`config.mk`:
```
export PLATFORM = sky130hd
export DESIGN_NAME = life_automaton_stepper
export DESIGN_NICKNAME = d
export VERILOG_FILES = /design/src/rtl/core/las_pkg.sv /design/src/rtl/core/las_ram.sv /design/src/rtl/core/las_rule.sv /design/src/rtl/core/life_automaton_stepper.sv
export SDC_FILE = /design/constraint.sdc
export NUM_CORES = 2
export LEC_CHECK = 0
export BUFFER_PORTS_ARGS = -buffer_cell sky130_fd_sc_hd__buf_2
export CORE_ASPECT_RATIO = 1.2
export CORE_MARGIN = 2
export CORE_UTILIZATION = 55
export DETAILED_ROUTE_END_ITERATION = 7
export PLACE_DENSITY = 0.7
export SLEW_MARGIN = 20
export SYNTH_ARGS = -nofsm -noshare
export SYNTH_HDL_FRONTEND = slang
export SYNTH_SLANG_ARGS = --single-unit
```
`constraint.sdc`:
```
create_clock -name clk -period 10.4 [get_ports clk]
set_input_delay 1.04 -clock clk [delete_from_list [all_inputs] [get_ports clk]]
set_output_delay 1.04 -clock clk [all_outputs]
set_load 0.05 [all_outputs]
```
`src/rtl/core/las_pkg.sv`:
```
`timescale 1ns / 1ps
`default_nettype none
// ----------------------------------------------------------------------------
// las_pkg
// Shared types and constants for the life automaton stepper.
// ----------------------------------------------------------------------------
package las_pkg;

    localparam int DEF_MAX_ROWS = 64;
    localparam int DEF_MAX_COLS = 64;

    localparam logic [1:0] CMD_LOAD = 2'd0;
    localparam logic [1:0] CMD_STEP = 2'd1;
    localparam logic [1:0] CMD_READ = 2'd2;

    localparam logic REG_ROWS = 1'b0;
    localparam logic REG_COLS = 1'b1;

    localparam logic [6:0] DIM_RESET = 7'd64;

    localparam logic STATUS_OK  = 1'b0;
    localparam logic STATUS_ERR = 1'b1;

    localparam logic [31:0] COUNT_MAX = 32'hFFFF_FFFF;

    typedef enum logic [3:0] {
        ST_CLEAR,
        ST_IDLE,
        ST_LOAD_WR,
        ST_READ,
        ST_STEP_R0,
        ST_STEP_R1,
        ST_STEP_COL,
        ST_STEP_WR,
        ST_DONE
    } las_state_t;

    // three horizontally adjacent cells of one row
    typedef struct packed {
        logic left;
        logic mid;
        logic right;
    } las_row3_t;

    // 3x3 neighborhood around the cell under evaluation
    typedef struct packed {
        las_row3_t above;
        las_row3_t here;
        las_row3_t below;
        logic      active;
    } las_window_t;

    typedef struct packed {
        logic next_alive;
        logic died;
        logic born;
    } las_verdict_t;

endpackage : las_pkg
`default_nettype wire

```
`src/rtl/core/las_ram.sv`:
```
`timescale 1ns / 1ps
`default_nettype none
// ----------------------------------------------------------------------------
// las_ram
// Generic simple dual-port RAM: one write port, one registered read port.
// ----------------------------------------------------------------------------
module las_ram #(
    parameter int WIDTH = 64,
    parameter int DEPTH = 64
) (
    input  wire logic                     clk,
    input  wire logic                     we,
    input  wire logic [$clog2(DEPTH)-1:0] waddr,
    input  wire logic [WIDTH-1:0]         wdata,
    input  wire logic                     re,
    input  wire logic [$clog2(DEPTH)-1:0] raddr,
    output logic      [WIDTH-1:0]         rdata
);

    logic [WIDTH-1:0] mem [DEPTH];

    always_ff @(posedge clk)
    begin
        if (we)
        begin
            mem[waddr] <= wdata;
        end
        if (re)
        begin
            rdata <= mem[raddr];
        end
    end

endmodule : las_ram
`default_nettype wire

```
`src/rtl/core/las_rule.sv`:
```
`timescale 1ns / 1ps
`default_nettype none
// ----------------------------------------------------------------------------
// las_rule
// Shared B3/S23 evaluator: neighbor count and next state of one cell.
// ----------------------------------------------------------------------------
module las_rule
    import las_pkg::*;
(
    input  wire las_window_t win,
    output las_verdict_t     verdict
);

    logic [3:0] n_live;
    logic       alive;

    assign alive = win.here.mid;

    always_comb
    begin
        n_live = 4'(win.above.left) + 4'(win.above.mid) + 4'(win.above.right)
               + 4'(win.here.left)  + 4'(win.here.right)
               + 4'(win.below.left) + 4'(win.below.mid) + 4'(win.below.right);

        verdict.next_alive = alive;
        verdict.died       = 1'b0;
        verdict.born       = 1'b0;
        if (win.active)
        begin
            if (alive && (n_live < 4'd2 || n_live > 4'd3))
            begin
                verdict.next_alive = 1'b0;
                verdict.died       = 1'b1;
            end
            else if (!alive && n_live == 4'd3)
            begin
                verdict.next_alive = 1'b1;
                verdict.born       = 1'b1;
            end
        end
    end

endmodule : las_rule
`default_nettype wire

```
`src/rtl/core/life_automaton_stepper.sv`:
```
`timescale 1ns / 1ps
`default_nettype none
// ----------------------------------------------------------------------------
// life_automaton_stepper
// Bounded B3/S23 grid, one row per RAM word; a step walks it one cell per cycle
// within a row (pausing between rows) through a single shared rule unit.
// ----------------------------------------------------------------------------
// Load and read: ST_LOAD_WR or ST_READ, then ST_DONE; bad coordinate or unused
// command: straight to ST_DONE. One command in flight at a time; input is ready
// again from the cycle the result is presented.
// Step: for each row in use (capped at MAX_ROWS) the rule unit sweeps every
// column (MAX_COLS) of the row, then the row is written back; straight to
// ST_DONE with no rows in use.
// Reset: counters zero, dimensions 64; then a clearing pass writes all MAX_ROWS
// rows dead, with the input not ready until it finishes.
// ----------------------------------------------------------------------------
module life_automaton_stepper
    import las_pkg::*;
#(
    parameter int MAX_ROWS = DEF_MAX_ROWS,
    parameter int MAX_COLS = DEF_MAX_COLS
) (
    input  wire logic        clk,
    input  wire logic        rst_n,

    input  wire logic        cfg_we,
    input  wire logic        cfg_index,
    input  wire logic [6:0]  cfg_data,

    input  wire logic        in_valid,
    output logic             in_ready,
    input  wire logic [1:0]  command,
    input  wire logic [5:0]  row_index,
    input  wire logic [5:0]  col_index,
    input  wire logic        cell_alive,

    output logic             out_valid,
    input  wire logic        out_ready,
    output logic             status,
    output logic             read_alive,
    output logic [31:0]      died_count,
    output logic [31:0]      born_count
);

    localparam int RAW = $clog2(MAX_ROWS);
    localparam int CAW = $clog2(MAX_COLS);
    localparam int RCW = $clog2(MAX_ROWS + 1);
    localparam int CCW = $clog2(MAX_COLS + 1);

    las_state_t state_reg, state_next;

    logic [6:0]          rows_cfg_reg, cols_cfg_reg;
    logic [RCW-1:0]      rows_act;
    logic [CCW-1:0]      cols_act;

    logic [RAW-1:0]      r_reg;
    logic [CAW-1:0]      c_reg;
    logic [RAW-1:0]      clr_reg;
    logic [31:0]         died_reg, born_reg;
    logic                out_valid_reg;

    logic [CAW-1:0]      col_reg;
    logic                alive_reg;
    logic                res_status_reg, res_read_reg;
    logic [MAX_COLS-1:0] prv_reg, cur_reg, nxt_reg, new_reg;
    logic                lp_reg, lc_reg, ln_reg;
    logic                status_reg, read_alive_reg;
    logic [31:0]         died_out_reg, born_out_reg;

    logic                ram_we, ram_re;
    logic [RAW-1:0]      ram_waddr, ram_raddr;
    logic [MAX_COLS-1:0] ram_wdata, rd_data, load_row;

    logic                in_inside, in_fire, out_free;
    logic                has_row1, has_row2, col_on, right_on, last_col;
    las_window_t         win;
    las_verdict_t        verdict;

    assign rows_act = (32'(rows_cfg_reg) > 32'(MAX_ROWS)) ? RCW'(MAX_ROWS) : RCW'(rows_cfg_reg);
    assign cols_act = (32'(cols_cfg_reg) > 32'(MAX_COLS)) ? CCW'(MAX_COLS) : CCW'(cols_cfg_reg);

    assign in_inside = (32'(row_index) < 32'(rows_act)) && (32'(col_index) < 32'(cols_act));
    assign in_ready  = (state_reg == ST_IDLE);
    assign in_fire   = in_valid && in_ready;
    assign out_free  = !out_valid_reg || out_ready;

    assign has_row1 = (32'(r_reg) + 32'd1) < 32'(rows_act);
    assign has_row2 = (32'(r_reg) + 32'd2) < 32'(rows_act);
    assign col_on   = 32'(c_reg) < 32'(cols_act);
    assign right_on = (32'(c_reg) + 32'd1) < 32'(cols_act);
    assign last_col = (c_reg == CAW'(MAX_COLS - 1));

    always_comb
    begin
        load_row          = rd_data;
        load_row[col_reg] = alive_reg;
    end

    always_comb
    begin
        win.above.left  = lp_reg;
        win.above.mid   = prv_reg[0];
        win.above.right = prv_reg[1] & right_on;
        win.here.left   = lc_reg;
        win.here.mid    = cur_reg[0];
        win.here.right  = cur_reg[1] & right_on;
        win.below.left  = ln_reg;
        win.below.mid   = nxt_reg[0];
        win.below.right = nxt_reg[1] & right_on;
        win.active      = col_on;
    end

    las_rule u_rule (
        .win     (win),
        .verdict (verdict)
    );

    las_ram #(
        .WIDTH (MAX_COLS),
        .DEPTH (MAX_ROWS)
    ) u_grid (
        .clk   (clk),
        .we    (ram_we),
        .waddr (ram_waddr),
        .wdata (ram_wdata),
        .re    (ram_re),
        .raddr (ram_raddr),
        .rdata (rd_data)
    );

    // next state and RAM control
    always_comb
    begin
        state_next = state_reg;
        ram_we     = 1'b0;
        ram_waddr  = r_reg;
        ram_wdata  = new_reg;
        ram_re     = 1'b0;
        ram_raddr  = RAW'(row_index);
        case (state_reg)
            ST_CLEAR:
            begin
                ram_we    = 1'b1;
                ram_waddr = clr_reg;
                ram_wdata = '0;
                if (clr_reg == RAW'(MAX_ROWS - 1))
                begin
                    state_next = ST_IDLE;
                end
            end
            ST_IDLE:
            begin
                if (in_valid)
                begin
                    case (command)
                        CMD_LOAD:
                        begin
                            ram_re     = in_inside;
                            state_next = in_inside ? ST_LOAD_WR : ST_DONE;
                        end
                        CMD_STEP:
                        begin
                            if (rows_act == '0)
                            begin
                                state_next = ST_DONE;
                            end
                            else
                            begin
                                ram_re     = 1'b1;
                                ram_raddr  = '0;
                                state_next = ST_STEP_R0;
                            end
                        end
                        CMD_READ:
                        begin
                            ram_re     = in_inside;
                            state_next = in_inside ? ST_READ : ST_DONE;
                        end
                        default:
                        begin
                            state_next = ST_DONE;
                        end
                    endcase
                end
            end
            ST_LOAD_WR:
            begin
                ram_we     = 1'b1;
                ram_wdata  = load_row;
                state_next = ST_DONE;
            end
            ST_READ:
            begin
                state_next = ST_DONE;
            end
            ST_STEP_R0:
            begin
                if (has_row1)
                begin
                    ram_re     = 1'b1;
                    ram_raddr  = r_reg + RAW'(1);
                    state_next = ST_STEP_R1;
                end
                else
                begin
                    state_next = ST_STEP_COL;
                end
            end
            ST_STEP_R1:
            begin
                state_next = ST_STEP_COL;
            end
            ST_STEP_COL:
            begin
                if (last_col)
                begin
                    state_next = ST_STEP_WR;
                end
            end
            ST_STEP_WR:
            begin
                ram_we = 1'b1;
                if (has_row1)
                begin
                    if (has_row2)
                    begin
                        ram_re     = 1'b1;
                        ram_raddr  = r_reg + RAW'(2);
                        state_next = ST_STEP_R1;
                    end
                    else
                    begin
                        state_next = ST_STEP_COL;
                    end
                end
                else
                begin
                    state_next = ST_DONE;
                end
            end
            ST_DONE:
            begin
                if (out_free)
                begin
                    state_next = ST_IDLE;
                end
            end
            default:
            begin
                state_next = ST_IDLE;
            end
        endcase
    end

    always_ff @(posedge clk or negedge rst_n)
    begin
        if (!rst_n)
        begin
            state_reg <= ST_CLEAR;
        end
        else
        begin
            state_reg <= state_next;
        end
    end

    // control counters, totals, configuration
    always_ff @(posedge clk or negedge rst_n)
    begin
        if (!rst_n)
        begin
            rows_cfg_reg  <= DIM_RESET;
            cols_cfg_reg  <= DIM_RESET;
            clr_reg       <= '0;
            r_reg         <= '0;
            c_reg         <= '0;
            died_reg      <= '0;
            born_reg      <= '0;
            out_valid_reg <= 1'b0;
        end
        else
        begin
            if (cfg_we)
            begin
                if (cfg_index == REG_ROWS)
                begin
                    rows_cfg_reg <= cfg_data;
                end
                else if (cfg_index == REG_COLS)
                begin
                    cols_cfg_reg <= cfg_data;
                end
            end

            if (state_reg == ST_CLEAR)
            begin
                clr_reg <= clr_reg + RAW'(1);
            end

            if (in_fire)
            begin
                r_reg <= (command == CMD_STEP) ? '0 : RAW'(row_index);
            end

            case (state_reg)
                ST_STEP_R0, ST_STEP_R1:
                begin
                    c_reg <= '0;
                end
                ST_STEP_COL:
                begin
                    c_reg <= c_reg + CAW'(1);
                    if (verdict.died && died_reg != COUNT_MAX)
                    begin
                        died_reg <= died_reg + 32'd1;
                    end
                    if (verdict.born && born_reg != COUNT_MAX)
                    begin
                        born_reg <= born_reg + 32'd1;
                    end
                end
                ST_STEP_WR:
                begin
                    c_reg <= '0;
                    if (has_row1)
                    begin
                        r_reg <= r_reg + RAW'(1);
                    end
                end
                default:
                begin
                end
            endcase

            if (state_reg == ST_DONE && out_free)
            begin
                out_valid_reg <= 1'b1;
            end
            else if (out_ready)
            begin
                out_valid_reg <= 1'b0;
            end
        end
    end

    // row buffers and result payload
    always_ff @(posedge clk)
    begin
        if (in_fire)
        begin
            col_reg      <= CAW'(col_index);
            alive_reg    <= cell_alive;
            res_read_reg <= 1'b0;
            if (command == CMD_STEP)
            begin
                res_status_reg <= STATUS_OK;
            end
            else if ((command == CMD_LOAD || command == CMD_READ) && in_inside)
            begin
                res_status_reg <= STATUS_OK;
            end
            else
            begin
                res_status_reg <= STATUS_ERR;
            end
        end

        case (state_reg)
            ST_READ:
            begin
                res_read_reg <= rd_data[col_reg];
            end
            ST_STEP_R0:
            begin
                cur_reg <= rd_data;
                new_reg <= rd_data;
                prv_reg <= '0;
                lp_reg  <= 1'b0;
                lc_reg  <= 1'b0;
                ln_reg  <= 1'b0;
                if (!has_row1)
                begin
                    nxt_reg <= '0;
                end
            end
            ST_STEP_R1:
            begin
                nxt_reg <= rd_data;
                lp_reg  <= 1'b0;
                lc_reg  <= 1'b0;
                ln_reg  <= 1'b0;
            end
            ST_STEP_COL:
            begin
                lp_reg  <= prv_reg[0];
                lc_reg  <= cur_reg[0];
                ln_reg  <= nxt_reg[0];
                prv_reg <= {prv_reg[0], prv_reg[MAX_COLS-1:1]};
                cur_reg <= {cur_reg[0], cur_reg[MAX_COLS-1:1]};
                nxt_reg <= {nxt_reg[0], nxt_reg[MAX_COLS-1:1]};
                new_reg <= {verdict.next_alive, new_reg[MAX_COLS-1:1]};
            end
            ST_STEP_WR:
            begin
                prv_reg <= cur_reg;
                cur_reg <= nxt_reg;
                new_reg <= nxt_reg;
                lp_reg  <= 1'b0;
                lc_reg  <= 1'b0;
                ln_reg  <= 1'b0;
                if (!has_row2)
                begin
                    nxt_reg <= '0;
                end
            end
            ST_DONE:
            begin
                if (out_free)
                begin
                    status_reg     <= res_status_reg;
                    read_alive_reg <= res_read_reg;
                    died_out_reg   <= died_reg;
                    born_out_reg   <= born_reg;
                end
            end
            default:
            begin
            end
        endcase
    end

    assign out_valid  = out_valid_reg;
    assign status     = status_reg;
    assign read_alive = read_alive_reg;
    assign died_count = died_out_reg;
    assign born_count = born_out_reg;

endmodule : life_automaton_stepper
`default_nettype wire
```
==> impl_metrics.yaml <==
outcome:
  outcome: "complete, no violations"
drt:
  drc_errors: 0
  first_iter_violations: 17049
  routed_wl_um: 536000
  firstDrtPassIters: 6
  num_vias: 103589
  vias_per_cell: 6.82
  wl_per_cell_um: 35.3
  postRouteAntennaNets: 0
cts:
  cts_root_buf: "clkbuf_16"
  hold_buffers: 1
  htree_levels: 5
  tritoncts: "done"
  clock_path_buffers: 4
  clk_pin_slew_worst_paths_ns: 0.07
  postCtsSetupBuffers: 0
  cts_sinks: 4595
  clk_latency_ns: 0.95
  cts_buffers: 424
  cts_resized: 0
synthesis:
  syn_area_per_cell_sq_um: 17.4
  syn_area_sq_um: 179000
  syn_nets: 10392
  yosysSeqAreaShare_pct: 76.8
  synth_edf_count: 4494
  synth_cell_type_count: 88
  synth_ff_type: "edfxtp_1"
  synthCells: 10318
  postSynth.asyncResetShare_pct: 2.20
  yosysWarnings: 0
  synth-seq-cells: 4595
placement:
  dp_slack_ns: 3.86
  place_hpwl_um: 273000
  gp_congestion: 0.900
  port_buffers: 95
critical_path:
  critPathRequiredTime_ns: 11.03
  end_kind: "register"
  worstPathArrival_ns: 7.43
  cp-endpoint: "u_grid.rdata[15]$_DFFE_PP_"
  startpoint_type: "register"
  rrSetupSlack_ns: 3.59
  slowest_delay_ns: 0.72
  crit_start: "r_reg[2]$_DFF_PN0_"
  reg2regPathDepth: 17
  critical_path.most_common_cell: "ha_1"
  path_delay_family: "simple AND/OR/NAND/NOR gates"
  worstPathCellList: "ha_1, nand3_1, xnor2_1, ha_1, and3_1, o21a_1, a2111oi_4, a22o_1, a22oi_1, nand2_4, buf_4, buf_12, mux2i_1, o22ai_1, nor4_1, o22a_1, o221ai_1"
  worst-path-stages: 17
  path_class: "reg -> reg"
  cp_max_fo: 138
  crit_slowest_cell: "nand2_4"
  r2r_end: "u_grid.rdata[15]$_DFFE_PP_"
  reg2reg_from: "r_reg[2]$_DFF_PN0_"
  crit_buf_inv: 2
timing:
  fin_crit_sh_pct: 65.5
  rsz0062_at_grt: "no"
  period_needed_ns: 6.81
  setup_slack_ns: 3.59
  clock.fmax_mhz: 147
  slew_viol_final: 0
  worstMarginPinSlew_ns: 1.29
  setup_viol: 0
  skew_ns: 0.0668
  holdWs_ns: 0.336
  maxSlewHeadroom_pct: 14.3
  hold_viol: 0
  setup-tns-final_ns: 0
global_routing:
  grt_util_all_layers_pct: 31.7
  grt_max_degree: 176
  antenna_found_initial: 15
  grt_pass1_vias: 98347
  grt_pass1_wl_um: 741000
  grt_overflow: 0
power_and_ir_drop:
  leakage_uw: 0.0653
  pwr_density_cell_nw_per_um2: 184
  ir_drop_mv: 0.154
layout:
  area_growth_syn_to_layout_pct: 11.7
  regMostFlops: "u_grid.mem"
  final_layout_size_suffix_gt1_share_pct: 11.7
  nets: 10636
  largest_register_ffs: 4096
job:
  drv_cap: 0
floorplanning:
  io_pins: 96
  rows: 229
  start_util_pct: 55.3
  core_area_sq_um: 324000
  die_h_um: 629
  die_area_sq_um: 330000
  die_w_um: 525
hold_path:
  min_path_type: "in -> reg"
-- synth_stat cells, types with 7 or more instances --
library cell / n / area [sq um]
a311oi_1: 8 / 70.1
xnor2_1: 46 / 403
a211oi_1: 7 / 52.6
buf_4: 37 / 278
ha_1: 42 / 526
nor2_1: 172 / 646
nand3b_1: 10 / 75.1
dfrtp_1: 99 / 2480
a22o_1: 147 / 1290
o22a_1: 54 / 473
a31oi_1: 37 / 231
nor3_1: 24 / 120
and2_1: 8 / 50.1
nor2b_1: 8 / 50.1
edfxtp_1: 4494 / 135000
nand3_1: 136 / 681
o221ai_1: 60 / 526
and3_1: 35 / 219
mux2i_1: 1856 / 18600
nor4_1: 240 / 1500
a22oi_1: 103 / 773
nand4_1: 17 / 106
a21oi_1: 87 / 435
buf_2: 359 / 1800
xor2_1: 33 / 289
nand2_1: 780 / 2930
mux2_2: 19 / 214
a221oi_1: 7 / 61.3
nand2b_1: 14 / 87.6
o22ai_1: 893 / 5590
buf_6: 10 / 113
a21o_1: 15 / 113
inv_1: 30 / 113
o21ai_0: 85 / 425
clkbuf_1: 184 / 691
mux4_2: 47 / 1060
-- cell families after synthesis --
kind of cell             synth area share, %
multiplexers                            11.1
AO/OA/AOI/OAI                           5.94
XOR/XNOR                               0.386
flip-flops                              76.8
AND/OR/NAND/NOR                         3.78
buffers and inverters                   1.69
adder cells (fa/ha/maj)                0.338
-- worst min-delay path by stage --
stage | to | cells past startpoint | slack (ns) | start
6_report | col_reg[0]$_DFFE_PP_ | 1 | 0.34 | col_index[0]
4_1_cts | col_reg[0]$_DFFE_PP_ | 1 | 0.29 | col_index[0]
5_1_grt | col_reg[0]$_DFFE_PP_ | 1 | 0.31 | col_index[0]
3_3_place_gp | status$_DFFE_PP_ | 0 | 0.41 | res_status_reg$_SDFFCE_PP0P_
2_1_floorplan | read_alive$_DFFE_PP_ | 0 | 0.40 | res_read_reg$_SDFFCE_PN0P_
3_5_place_dp | status$_DFFE_PP_ | 0 | 0.41 | res_status_reg$_SDFFCE_PP0P_
-- through the flow --
step | instance area (sq um) | utilization [%] | total power [uW] | instances
2_1_floorplan | 179000 | - | 21400 | 10318
3_3_place_gp | 186000 | 57.5 | 21800 | 14398
3_5_place_dp | 186000 | 57.5 | 21800 | 14406
4_1_cts | 200000 | 61.7 | 36900 | 15176
5_1_grt | 200000 | 61.7 | 37700 | 15181
6_report | 200000 | 61.7 | 36800 | 15186
-- layout by cell type (no fill, tap or decap), drive strengths merged, types with 137 or more instances in the layout --
cell type and instances:
nor4 240, clkinv 189, nand2 782, edfxtp 4494
nor2 173, nand3 137, clkbuf 508, o22ai 894
buf 414, a22o 147, mux2i 1856
-- power breakdown --
group | internal (uW) | switching (uW) | total [uW]
clock | 8600 | 6760 | 15400
combinational | 514 | 906 | 1420
sequential | 20000 | 9.25 | 20000
-- final cells by class --
type                       count  area, sq um
antenna                        8         20.0
clock buffer                 508        11200
inverter                      32          121
tap                         4273         5350
sequential                  4595       137000
timing repair buffer         415         3500
fill                       22392       124000
multi-input combinational   5094        40000
clock inverter               261         2350
-- layer usage --
metal	global-route usage (%)	vias up	routed length, um
met5	0	-	36
met4	15.5	6	31000
met3	6.72	1478	67500
met2	50.2	7476	249000
met1	42.0	52790	189000
li1	-	41839	-
No activity file was read; power rests on OpenSTA's default activity.
